**config.mk**
```make
export PLATFORM = sky130hd
export DESIGN_NAME = current_vector_overcurrent_trip_top_flat
export DESIGN_NICKNAME = d
export VERILOG_FILES = /design/src/rtl/cvot_pkg.sv /design/src/rtl/cvot_in_if.sv /design/src/rtl/cvot_out_if.sv /design/src/rtl/current_vector_overcurrent_trip_top.sv /design/src/flat_wrapper.sv
export SDC_FILE = /design/constraint.sdc
export NUM_CORES = 1
export LEC_CHECK = 0
export ABC_CLOCK_PERIOD_IN_PS = 8500
export BUFFER_PORTS_ARGS = -buffer_cell sky130_fd_sc_hd__clkbuf_2
export CAP_MARGIN = 20
export CORE_ASPECT_RATIO = 0.6
export CORE_MARGIN = 2
export CORE_UTILIZATION = 30
export DETAILED_ROUTE_END_ITERATION = 7
export PLACE_DENSITY_LB_ADDON = 0.2
export SLEW_MARGIN = 30
export SYNTH_ARGS = -nofsm -noshare
export SYNTH_HDL_FRONTEND = slang
export SYNTH_SLANG_ARGS = --single-unit
```
**constraint.sdc**
```tcl
create_clock -name clk_i -period 8.5 [get_ports clk_i]
set_input_delay 0.425 -clock clk_i [delete_from_list [all_inputs] [get_ports clk_i]]
set_output_delay 0.425 -clock clk_i [all_outputs]
set_load 0.02 [all_outputs]
```
**src/rtl/cvot_pkg.sv**
```systemverilog
// ----------------------------------------------------------------------------
// cvot_pkg
// Shared widths, register indexes, fault codes and reset values of the
// current vector overcurrent trip block.
// ----------------------------------------------------------------------------
package cvot_pkg;

  localparam int unsigned SampleBitsDef = 16;
  localparam int unsigned MagW          = 17;
  localparam int unsigned MagOutW       = 16;
  localparam int unsigned DeltaW        = 17;
  localparam int unsigned LimitW        = 16;
  localparam int unsigned TimeW         = 32;
  localparam int unsigned CfgDataW      = 32;
  localparam int unsigned CfgIdxW       = 2;
  localparam int unsigned FaultW        = 2;

  localparam logic [LimitW-1:0] PanicLimitRst    = 16'hFFFF;
  localparam logic [LimitW-1:0] OverloadLevelRst = 16'hFFFF;
  localparam logic [TimeW-1:0]  TripTimeRst      = 32'd1000;

  typedef enum logic [CfgIdxW-1:0] {
    CfgPanicLimit    = 2'd0,
    CfgOverloadLevel = 2'd1,
    CfgTripTime      = 2'd2
  } cfg_idx_e;

  typedef enum logic [FaultW-1:0] {
    FaultNone     = 2'd0,
    FaultPanic    = 2'd1,
    FaultOverload = 2'd2
  } fault_e;

endpackage

```
**src/rtl/cvot_in_if.sv**
```systemverilog
// ----------------------------------------------------------------------------
// cvot_in_if
// Sample channel: two current components and a microsecond timestamp.
// ----------------------------------------------------------------------------
interface cvot_in_if #(
  parameter int unsigned SampleBits = cvot_pkg::SampleBitsDef
);
  import cvot_pkg::*;

  logic                  valid;
  logic                  ready;
  logic [SampleBits-1:0] current_cross;
  logic [SampleBits-1:0] current_lateral;
  logic [TimeW-1:0]      time_now_us;

  modport source (
    output valid, current_cross, current_lateral, time_now_us,
    input  ready
  );

  modport sink (
    input  valid, current_cross, current_lateral, time_now_us,
    output ready
  );
endinterface

```
**src/rtl/cvot_out_if.sv**
```systemverilog
// ----------------------------------------------------------------------------
// cvot_out_if
// Result channel: magnitude, magnitude change and fault code.
// ----------------------------------------------------------------------------
interface cvot_out_if;
  import cvot_pkg::*;

  logic                     valid;
  logic                     ready;
  logic [MagOutW-1:0]       magnitude_out;
  logic signed [DeltaW-1:0] magnitude_change;
  logic [FaultW-1:0]        fault_code;

  modport source (
    output valid, magnitude_out, magnitude_change, fault_code,
    input  ready
  );

  modport sink (
    input  valid, magnitude_out, magnitude_change, fault_code,
    output ready
  );
endinterface

```
**src/rtl/current_vector_overcurrent_trip_top.sv**
```systemverilog
// ----------------------------------------------------------------------------
// current_vector_overcurrent_trip_top
// Overcurrent trip on a two-axis current vector.
// ----------------------------------------------------------------------------
// One word is taken at a time. The sum of squares is built by a bit-serial
// shift-add, then the floor square root comes out of a restoring root unit at
// one bit per cycle, and the StDone state applies the panic and overload
// checks and loads the output register. The result side takes words as they
// come; a result waiting in the output register holds the next one in StDone
// only. Configuration writes take effect on the next clock edge.
// ----------------------------------------------------------------------------
module current_vector_overcurrent_trip_top #(
  parameter int unsigned SAMPLE_BITS = cvot_pkg::SampleBitsDef
) (
  input  logic                          clk_i,
  input  logic                          rst_ni,
  cvot_in_if.sink                       in_i,
  cvot_out_if.source                    out_o,
  input  logic                          cfg_we_i,
  input  logic [cvot_pkg::CfgIdxW-1:0]  cfg_idx_i,
  input  logic [cvot_pkg::CfgDataW-1:0] cfg_data_i
);
  import cvot_pkg::*;

  localparam int unsigned SumW  = 2 * SAMPLE_BITS;
  localparam int unsigned RootW = SAMPLE_BITS;
  localparam int unsigned RemW  = RootW + 3;
  localparam int unsigned CntW  = $clog2(SAMPLE_BITS + 1);
  localparam int unsigned ExtW  = (RootW > MagW) ? RootW : MagW;
  localparam logic [MagW-1:0] MagMax = {MagW{1'b1}};

  typedef enum logic [3:0] {
    StIdle = 4'b0001,
    StMul  = 4'b0010,
    StRoot = 4'b0100,
    StDone = 4'b1000
  } state_e;

  state_e state_q, state_d;
  logic [CntW-1:0] cnt_q, cnt_d;

  logic [LimitW-1:0] panic_limit_q, overload_level_q;
  logic [TimeW-1:0]  trip_time_q;
  logic [MagW-1:0]   last_mag_q;
  logic [TimeW-1:0]  stamp_q;
  logic [TimeW-1:0]  now_q;

  logic [SumW-1:0]        acc_q, acc_d;
  logic [SumW-1:0]        xm_q, xm_d, ym_q, ym_d;
  logic [SAMPLE_BITS-1:0] xb_q, xb_d, yb_q, yb_d;
  logic [RemW-1:0]        rem_q, rem_d;
  logic [RootW-1:0]       root_q, root_d;

  logic                     out_valid_q;
  logic [MagOutW-1:0]       out_mag_q;
  logic signed [DeltaW-1:0] out_delta_q;
  logic [FaultW-1:0]        out_fault_q;

  logic [SAMPLE_BITS-1:0] abs_x, abs_y;
  logic [RemW-1:0]        rem_sh, trial;
  logic [ExtW-1:0]        root_ext;
  logic [MagW-1:0]        mag;
  logic signed [MagW:0]   delta;
  logic signed [MagW+1:0] mag_plus;
  logic [TimeW-1:0]       elapsed;
  logic                   in_take, out_free, load_out;
  fault_e                 fault;
  logic [DeltaW-1:0]      delta_sat;

  assign in_take  = in_i.valid && in_i.ready;
  assign out_free = !out_valid_q || out_o.ready;
  assign load_out = (state_q == StDone) && out_free;

  assign in_i.ready = (state_q == StIdle);

  assign abs_x = in_i.current_cross[SAMPLE_BITS-1]
               ? SAMPLE_BITS'(-in_i.current_cross) : in_i.current_cross;
  assign abs_y = in_i.current_lateral[SAMPLE_BITS-1]
               ? SAMPLE_BITS'(-in_i.current_lateral) : in_i.current_lateral;

  assign rem_sh = {rem_q[RemW-3:0], acc_q[SumW-1 -: 2]};
  assign trial  = RemW'({root_q, 2'b01});

  always_comb begin
    state_d = state_q;
    cnt_d   = cnt_q;
    acc_d   = acc_q;
    xm_d    = xm_q;
    ym_d    = ym_q;
    xb_d    = xb_q;
    yb_d    = yb_q;
    rem_d   = rem_q;
    root_d  = root_q;
    unique case (state_q)
      StIdle: begin
        if (in_take) begin
          acc_d   = '0;
          xm_d    = SumW'(abs_x);
          ym_d    = SumW'(abs_y);
          xb_d    = abs_x;
          yb_d    = abs_y;
          cnt_d   = CntW'(SAMPLE_BITS - 1);
          state_d = StMul;
        end
      end
      StMul: begin
        acc_d = acc_q + (xb_q[0] ? xm_q : '0) + (yb_q[0] ? ym_q : '0);
        xm_d  = xm_q << 1;
        ym_d  = ym_q << 1;
        xb_d  = xb_q >> 1;
        yb_d  = yb_q >> 1;
        if (cnt_q == '0) begin
          rem_d   = '0;
          root_d  = '0;
          cnt_d   = CntW'(RootW - 1);
          state_d = StRoot;
        end else begin
          cnt_d = cnt_q - 1'b1;
        end
      end
      StRoot: begin
        acc_d = acc_q << 2;
        if (rem_sh >= trial) begin
          rem_d  = rem_sh - trial;
          root_d = {root_q[RootW-2:0], 1'b1};
        end else begin
          rem_d  = rem_sh;
          root_d = {root_q[RootW-2:0], 1'b0};
        end
        if (cnt_q == '0) begin
          state_d = StDone;
        end else begin
          cnt_d = cnt_q - 1'b1;
        end
      end
      StDone: begin
        if (out_free) begin
          state_d = StIdle;
        end
      end
      default: state_d = StIdle;
    endcase
  end

  assign root_ext = ExtW'(root_q);
  assign mag      = (root_ext > ExtW'(MagMax)) ? MagMax : root_ext[MagW-1:0];
  assign delta    = $signed({1'b0, mag}) - $signed({1'b0, last_mag_q});
  assign mag_plus = $signed({2'b00, mag}) + (MagW+2)'(delta);
  assign elapsed  = now_q - stamp_q;

  always_comb begin
    priority if (mag > MagW'(panic_limit_q) ||
                 mag_plus > $signed({3'b000, panic_limit_q})) begin
      fault = FaultPanic;
    end else if (mag > MagW'(overload_level_q) && elapsed > trip_time_q) begin
      fault = FaultOverload;
    end else begin
      fault = FaultNone;
    end
  end

  always_comb begin
    priority if (delta > $signed((MagW+1)'(65535))) begin
      delta_sat = 17'h0FFFF;
    end else if (delta < -$signed((MagW+1)'(65536))) begin
      delta_sat = 17'h10000;
    end else begin
      delta_sat = delta[DeltaW-1:0];
    end
  end

  always_ff @(posedge clk_i or negedge rst_ni) begin
    if (!rst_ni) begin
      state_q          <= StIdle;
      cnt_q            <= '0;
      out_valid_q      <= 1'b0;
      panic_limit_q    <= PanicLimitRst;
      overload_level_q <= OverloadLevelRst;
      trip_time_q      <= TripTimeRst;
      last_mag_q       <= '0;
      stamp_q          <= '0;
    end else begin
      state_q <= state_d;
      cnt_q   <= cnt_d;
      if (cfg_we_i) begin
        case (cfg_idx_i)
          CfgPanicLimit:    panic_limit_q    <= cfg_data_i[LimitW-1:0];
          CfgOverloadLevel: overload_level_q <= cfg_data_i[LimitW-1:0];
          CfgTripTime:      trip_time_q      <= cfg_data_i[TimeW-1:0];
          default: ;
        endcase
      end
      if (load_out) begin
        out_valid_q <= 1'b1;
        last_mag_q  <= mag;
        if (fault == FaultOverload) begin
          stamp_q <= '0;
        end else if (fault == FaultNone && !(mag > MagW'(overload_level_q))) begin
          stamp_q <= now_q;
        end
      end else if (out_o.ready) begin
        out_valid_q <= 1'b0;
      end
    end
  end

  always_ff @(posedge clk_i) begin
    acc_q  <= acc_d;
    xm_q   <= xm_d;
    ym_q   <= ym_d;
    xb_q   <= xb_d;
    yb_q   <= yb_d;
    rem_q  <= rem_d;
    root_q <= root_d;
    if (in_take) begin
      now_q <= in_i.time_now_us;
    end
    if (load_out) begin
      out_mag_q   <= mag[MagW-1] ? {MagOutW{1'b1}} : mag[MagOutW-1:0];
      out_delta_q <= $signed(delta_sat);
      out_fault_q <= fault;
    end
  end

  assign out_o.valid            = out_valid_q;
  assign out_o.magnitude_out    = out_mag_q;
  assign out_o.magnitude_change = out_delta_q;
  assign out_o.fault_code       = out_fault_q;

endmodule

```
**src/flat_wrapper.sv**
```systemverilog
// flat-port wrapper written by rule: the top's interface ports become plain ports
module current_vector_overcurrent_trip_top_flat import cvot_pkg::*;
#(
  parameter int unsigned SAMPLE_BITS = cvot_pkg::SampleBitsDef
)
  (clk_i, rst_ni, cfg_we_i, cfg_idx_i, cfg_data_i, in_i_valid, in_i_current_cross, in_i_current_lateral, in_i_time_now_us, in_i_ready, out_o_valid, out_o_magnitude_out, out_o_magnitude_change, out_o_fault_code, out_o_ready);
  cvot_in_if #(.SampleBits((SampleBitsDef))) in_i_i ();
  cvot_out_if out_o_i ();
  input  logic clk_i;
  input  logic rst_ni;
  input  logic cfg_we_i;
  input  logic [cvot_pkg::CfgIdxW-1:0] cfg_idx_i;
  input  logic [cvot_pkg::CfgDataW-1:0] cfg_data_i;
  input wire logic [$bits(in_i_i.valid)-1:0] in_i_valid;
  input wire logic [$bits(in_i_i.current_cross)-1:0] in_i_current_cross;
  input wire logic [$bits(in_i_i.current_lateral)-1:0] in_i_current_lateral;
  input wire logic [$bits(in_i_i.time_now_us)-1:0] in_i_time_now_us;
  output wire logic [$bits(in_i_i.ready)-1:0] in_i_ready;
  output wire logic [$bits(out_o_i.valid)-1:0] out_o_valid;
  output wire logic [$bits(out_o_i.magnitude_out)-1:0] out_o_magnitude_out;
  output wire logic [$bits(out_o_i.magnitude_change)-1:0] out_o_magnitude_change;
  output wire logic [$bits(out_o_i.fault_code)-1:0] out_o_fault_code;
  input wire logic [$bits(out_o_i.ready)-1:0] out_o_ready;
  assign in_i_i.valid = in_i_valid;
  assign in_i_i.current_cross = in_i_current_cross;
  assign in_i_i.current_lateral = in_i_current_lateral;
  assign in_i_i.time_now_us = in_i_time_now_us;
  assign in_i_ready = in_i_i.ready;
  assign out_o_valid = out_o_i.valid;
  assign out_o_magnitude_out = out_o_i.magnitude_out;
  assign out_o_magnitude_change = out_o_i.magnitude_change;
  assign out_o_fault_code = out_o_i.fault_code;
  assign out_o_i.ready = out_o_ready;
  current_vector_overcurrent_trip_top #(.SAMPLE_BITS(SAMPLE_BITS)) u_core (.clk_i(clk_i), .rst_ni(rst_ni), .in_i(in_i_i), .out_o(out_o_i), .cfg_we_i(cfg_we_i), .cfg_idx_i(cfg_idx_i), .cfg_data_i(cfg_data_i));
endmodule
```
---- Yosys cells after proc, flatten, opt, wreduce, memory -nomap -nowiden ----
Cells that the tools add are included.
word-level totals
  output and inout port bits .............. 37
  register bits ........................... 351
  bits of input ports ..................... 103
operators by class
  $lt $le $gt $ge ......................... 8
  $add $sub $neg .......................... 9
  equal/unequal tests ..................... 12
  mux-type cells .......................... 37
  reduce and logical (&&, ||, !) cells .... 25
operators with widths
  cell                                                                                number
  32-bit 2-to-1 mux                                                                   7
  32-bit case mux with 2 select lines                                                 2
  16-bit case mux with 2 select lines                                                 3
  32-bit case mux with 3 select lines                                                 1
  16-bit 2-to-1 mux                                                                   5
  17-bit 2-to-1 mux                                                                   4
  32-bit adder                                                                        2
  17-bit by 16-bit greater-than comparator with 1-bit output                          2
  17-bit case mux with 2 select lines                                                 1
  32-bit greater-than comparator                                                      1
  16-bit negation                                                                     2
  32-bit subtractor                                                                   1
  18-bit by 18-bit adder with 19-bit output                                           1
  19-bit by 18-bit >= comparator with 1-bit output                                    1
  19-bit by 17-bit greater-than comparator with 1-bit output                          1
  18-bit by 17-bit greater-than comparator with 1-bit output (second input constant)  1
  18-bit by 17-bit < comparator with 1-bit output (second input constant)             1
  17-bit by 17-bit subtractor with 18-bit output                                      1
  16-bit by 17-bit greater-than comparator with 1-bit output (second input constant)  1
  17-bit subtractor                                                                   1
  4-bit 2-to-1 mux                                                                    4
  4-bit case mux with 4 select lines                                                  1
  5-bit 2-to-1 mux                                                                    3
  5-bit case mux with 3 select lines                                                  1
  21 further kinds                                                                    43

---- Logic depth before layout (Yosys ltp) ----
  word-level depth ........................ 11
  mapped depth ............................ 30
  depth with buffers taken out ............ 28

---- Worst setup path before layout ----
No wires, ideal clock.
  kind .................................... reg-to-reg
  start ................................... reg u_core.root_q[0]
  end ..................................... reg u_core.stamp_q[1]
  arrival ................................. 5.793 ns
  buffers on the path ..................... 2
  stages on the path, launching flop included .. 29
  slack ................................... 2.587 ns
  clock period less this slack ............ 5.913 ns
  cells stage by stage .................... edfxtp_1 > inv_1 > ha_1 > fa_1 > nor2b_4 > o31a_1 > o41a_1 > o21ai_0 > nand2b_1 > a21oi_1 > xnor2_1 > ha_1 > a211o_1 > a21oi_1 > o211ai_1 > a221o_1 > xor2_1 > ha_1 > nand2_1 > nor4_1 > nand4_1 > o21ai_0 > a21oi_1 > o21a_1 > o311a_2 > or3_1 > buf_2 > buf_6 > a22o_1
on the way
  word-level cells in the longest chain between the ends .. 11
  elaborated cells on any way between the ends .. 18
  classes of those cells .................. 2 x add/sub; 4 x order compare; 1 x eq/ne; 4 x mux; 7 x reduce/logical
ends and longest elaborated chain
  item                                                        RTL line                                    source
  from (decl)                                                 current_vector_overcurrent_trip_top.sv:52   logic [RootW-1:0] root_q, root_d;
  from (signal assigned)                                      current_vector_overcurrent_trip_top.sv:214  root_q <= root_d;
  16-bit by 17-bit greater-than comparator with 1-bit output  current_vector_overcurrent_trip_top.sv:146  assign mag = (root_ext > ExtW'(MagMax)) ? MagMax : root_ext[MagW-1:0];
  17-bit 2-to-1 mux (*)                                       current_vector_overcurrent_trip_top.sv:146
  17-bit by 17-bit subtractor with 18-bit output              current_vector_overcurrent_trip_top.sv:147  assign delta = $signed({1'b0, mag}) - $signed({1'b0, last_mag_q});
  18-bit by 18-bit adder with 19-bit output                   current_vector_overcurrent_trip_top.sv:148  assign mag_plus = $signed({2'b00, mag}) + (MagW+2)'(delta);
  19-bit by 17-bit greater-than comparator with 1-bit output  current_vector_overcurrent_trip_top.sv:153  mag_plus > $signed({3'b000, panic_limit_q})) begin
  1-bit logical OR (*)                                        current_vector_overcurrent_trip_top.sv:152  priority if (mag > MagW'(panic_limit_q) ||
  2-bit 2-to-1 mux (*)                                        current_vector_overcurrent_trip_top.sv:152
  named net u_core.fault[0]                                   current_vector_overcurrent_trip_top.sv:67   fault_e fault;
  2-bit zero test                                             current_vector_overcurrent_trip_top.sv:198  end else if (fault == FaultNone && !(mag > MagW'(overload_level_q))) begin
  1-bit logical AND                                           current_vector_overcurrent_trip_top.sv:198
  2-bit nonzero test (no source line)                         n/a
  2-bit AND reduction (no source line)                        n/a
  to (signal assigned)                                        current_vector_overcurrent_trip_top.sv:199  stamp_q <= now_q;
  to (decl)                                                   current_vector_overcurrent_trip_top.sv:45   logic [TimeW-1:0] stamp_q;
The timed path passes the listed nets; every way through them passes the cells marked *.
A chain may end at the register's enable or synchronous reset.

---- Worst setup path in the final report ----
  start ................................... reg u_core.root_q[0]
  end ..................................... reg u_core.stamp_q[23]
The elaborated chain is that of the path after synthesis.

==> run summary <==
status: finished clean
Num CTS Buffers: 40
Critical Path Fanout Max: 32
Clock transition at path regs: 0.06 ns
Synth Area in Compound Gates: 16.5%
final net count: 2,625
Initial Util: 30.5%
max frequency: 148 MHz
Vias/cell: 4.89
Crit path buffers/inverters: 2
layout cells sized above 1: 14.1%
Crit. End Element: flip-flop
Period Utilization, post-route: 79.7%
Post-Synth XOR/XNOR Area: 4.77%
routed len/inst: 17.2 um
root buffer cell: clkbuf_16
beginning of the critical path: u_core.root_q[0]$_SDFFCE_PN0P_
Worst Clk Skew: 0.0369 ns
most frequent cells in the layout: 256 x inv_1, 228 x edfxtp_1, 196 x ha_1
beginning of the worst hold path: in_i_time_now_us[9]
DRT antenna net count: 0
largest net degree at the start of global routing: 68
EDFF count, synth: 228
Rel. slew slack: 40.1%
post-synthesis mux area share: 2.69%
Clock Tree Buf Depth: 3
Antenna diodes: 0
PwrDens: 318 mW/mm^2
max-slew violations: 0
hpwl dp: 41.5 mm
most common cell after layout, fill and taps aside: inv_1
syn_area_per_cell: 10.3 sq um
count of final setup violators: 0
CP top delay family: compound AO/OA/AOI/OAI gates
VDD IR max: 149 uV
top_reg_cell synth: edfxtp_1
Final min period: 6.78 ns
Critical Path RT: 8.96 ns
Area after DPL: 0.0238 sq mm
vias in the first global route: 15,839
MaxCap Viol Count: 0
Hold Vio Cnt, Final: 0
largest family of logic cells by synthesized area: compound AO/OA/AOI/OAI gates
die width: 354 um
Worst-Margin Slew: 0.898 ns
first-pass GRT wire length: 90.6 mm
synthesized instance count: 2,134
critical path class: reg2reg
Reg-to-Reg Start: u_core.root_q[0]$_SDFFCE_PN0P_
DRT iter0 DRCs: 1,260
Worst-Skew Late Latency: 0.59 ns
Max H-tree Level: 2
worst hold path type: in2reg
synth unique cells: 69
CP max stage delay: 0.45 ns
row cnt: 76
port buffer count: 139
Placer Congestion: 0.845
die footprint: 0.0756 sq mm
Setup crit start kind: flip-flop
number of setup buffers added after CTS: 0
Post-Syn Nets: 2,468
Max stage delay cell, worst path: edfxtp_1
top cells by area, synth: edfxtp_1 31%, ha_1 11%, dfrtp_1 9.4%
Synth Area in Adders: 14.5%
cts repair resizes: 0
Synth-to-Final Area Change: 15.1%
Netlist Area Pre-Place: 0.0220 sq mm
total number of vias: 16,115
final non-filler cell area: 0.0253 sq mm
CTS tree: built
# clock sinks: 350
register bit total from synthesis: 350
# IOs: 140
core outline area: 0.0722 sq mm
Synth async-reset ratio: 34.9%
RSZ-0062 raised after global routing: false
GR Overflow Total: 0
simple-gate area share of the yosys netlist: 10.8%
leakage power: 11.0 nW
initial antenna violation count: 1
Residual DRC: 0
post-synth top area cell: edfxtp_1
Synth top area share: 31.1%
Worst EP arrival: 7.24 ns
final wirelength: 56.7 mm
GRT Resource Usage Total: 15.1%
DRT Pass-1 Iters: 5
TNS Setup: 0 ns
register area share after synthesis: 45.2%
Hold-fix buffers, CTS: 21
synth warn: 0
Die Ht: 214 um
worst reg2reg max path: cells and delay by family, from the launching register on:
kind | cells | cell delay [ns]
simple gates | 9 | 1.58
xor+xnor | 2 | 0.20
fa+ha+maj | 4 | 1.22
buf+inv | 2 | 0.48
compound gates | 11 | 2.74
flops | 1 | 0.45
Yosys cell counts (9+ instances only):
master      n
a211oi_1   14
a21o_1     62
a21oi_1   128
a22o_1     33
a31oi_1    11
and2_1     35
and3_1     14
clkbuf_1   51
dfrtp_1    83
dfstp_2    39
edfxtp_1  228
fa_1       35
ha_1      196
inv_1     256
mux2_2     50
nand2_1   188
nand2b_1   21
nand3_1    26
nand4_1    18
nor2_1    111
nor2b_1    21
nor3_1     21
nor4_1     12
o211ai_1   15
o21a_1     76
o21ai_0   123
o21bai_1   12
o22ai_1    28
o31ai_1    12
or3_1       9
xnor2_1    73
xor2_1     47
final cells by class:
cell class                 instances  area [sq um]
tap                              975          1220
clock inverter                    20           155
sequential                       350          9950
timing repair buffer             176          1030
multi-input combinational       1467         10900
clock buffer                      54          1100
fill                            7280         46800
inverter                         256           961
flip-flops by register name, indices dropped and copies added, names as in the netlist, 4 cells and up:
register                       cells
u_core.acc_q                      32
u_core.cnt_q                       5
u_core.last_mag_q                 16
u_core.now_q                      32
u_core.out_o.magnitude_change     17
u_core.out_o.magnitude_out        16
u_core.overload_level_q           16
u_core.panic_limit_q              16
u_core.rem_q                      17
u_core.root_q                     16
u_core.stamp_q                    32
u_core.state_q                     4
u_core.trip_time_q                32
u_core.xb_q                       16
u_core.xm_q                       32
u_core.yb_q                       16
u_core.ym_q                       32
per-layer routing:
layer | wire length (um) | track usage, %
met4 | 847 | 3.33
met2 | 21800 | 20.5
met5 | 0 | 0
met1 | 31400 | 24.2
met3 | 2670 | 2.59
kinds of logic after synthesis:
kind of cell	after synthesis
AOI/OAI and AO/OA	559
xor gates and xnor gates	120
adders and majority gates	235
buffers and inverters	317
DFF	350
muxes	53
and+or+nand+nor	500
power by group:
group	internal, mW	leakage (nW)	switching [mW]
logic	1.51	6.74	2.27
clock network	0.953	0.628	0.758
registers	2.38	3.60	0.185
total	4.84	11.0	3.21
through the flow:
stage	total power [mW]	worst slack, ns	util, %	cells	hold slack, ns
2_1_floorplan	5.36	2.59	-	2134	0.129
3_3_place_gp	6.26	1.95	33.0	3203	0.469
3_5_place_dp	6.32	1.81	33.0	3203	0.474
4_1_cts	8.10	1.76	35.1	3298	0.000588
5_1_grt	8.71	1.24	35.1	3298	0.00685
6_report	8.04	1.72	35.1	3298	0.0352
worst paths after layout:
path / end / slack [ns] / cells after the start
worst min register to register: u_core.last_mag_q[7]$_DFFE_PN0P_ / 0.48 / 2
min in group asynchronous: u_core.last_mag_q[14]$_DFFE_PN0P_ / 0.41 / 2
worst max register to register: u_core.stamp_q[23]$_DFFE_PN0P_ / 1.72 / 28
worst min-delay path: u_core.now_q[9]$_DFFE_PP_ / 0.04 / 1
worst max-delay path: u_core.stamp_q[23]$_DFFE_PN0P_ / 1.72 / 28
max in group asynchronous: u_core.stamp_q[22]$_DFFE_PN0P_ / 6.78 / 3
(Power assumes the default switching activity.)
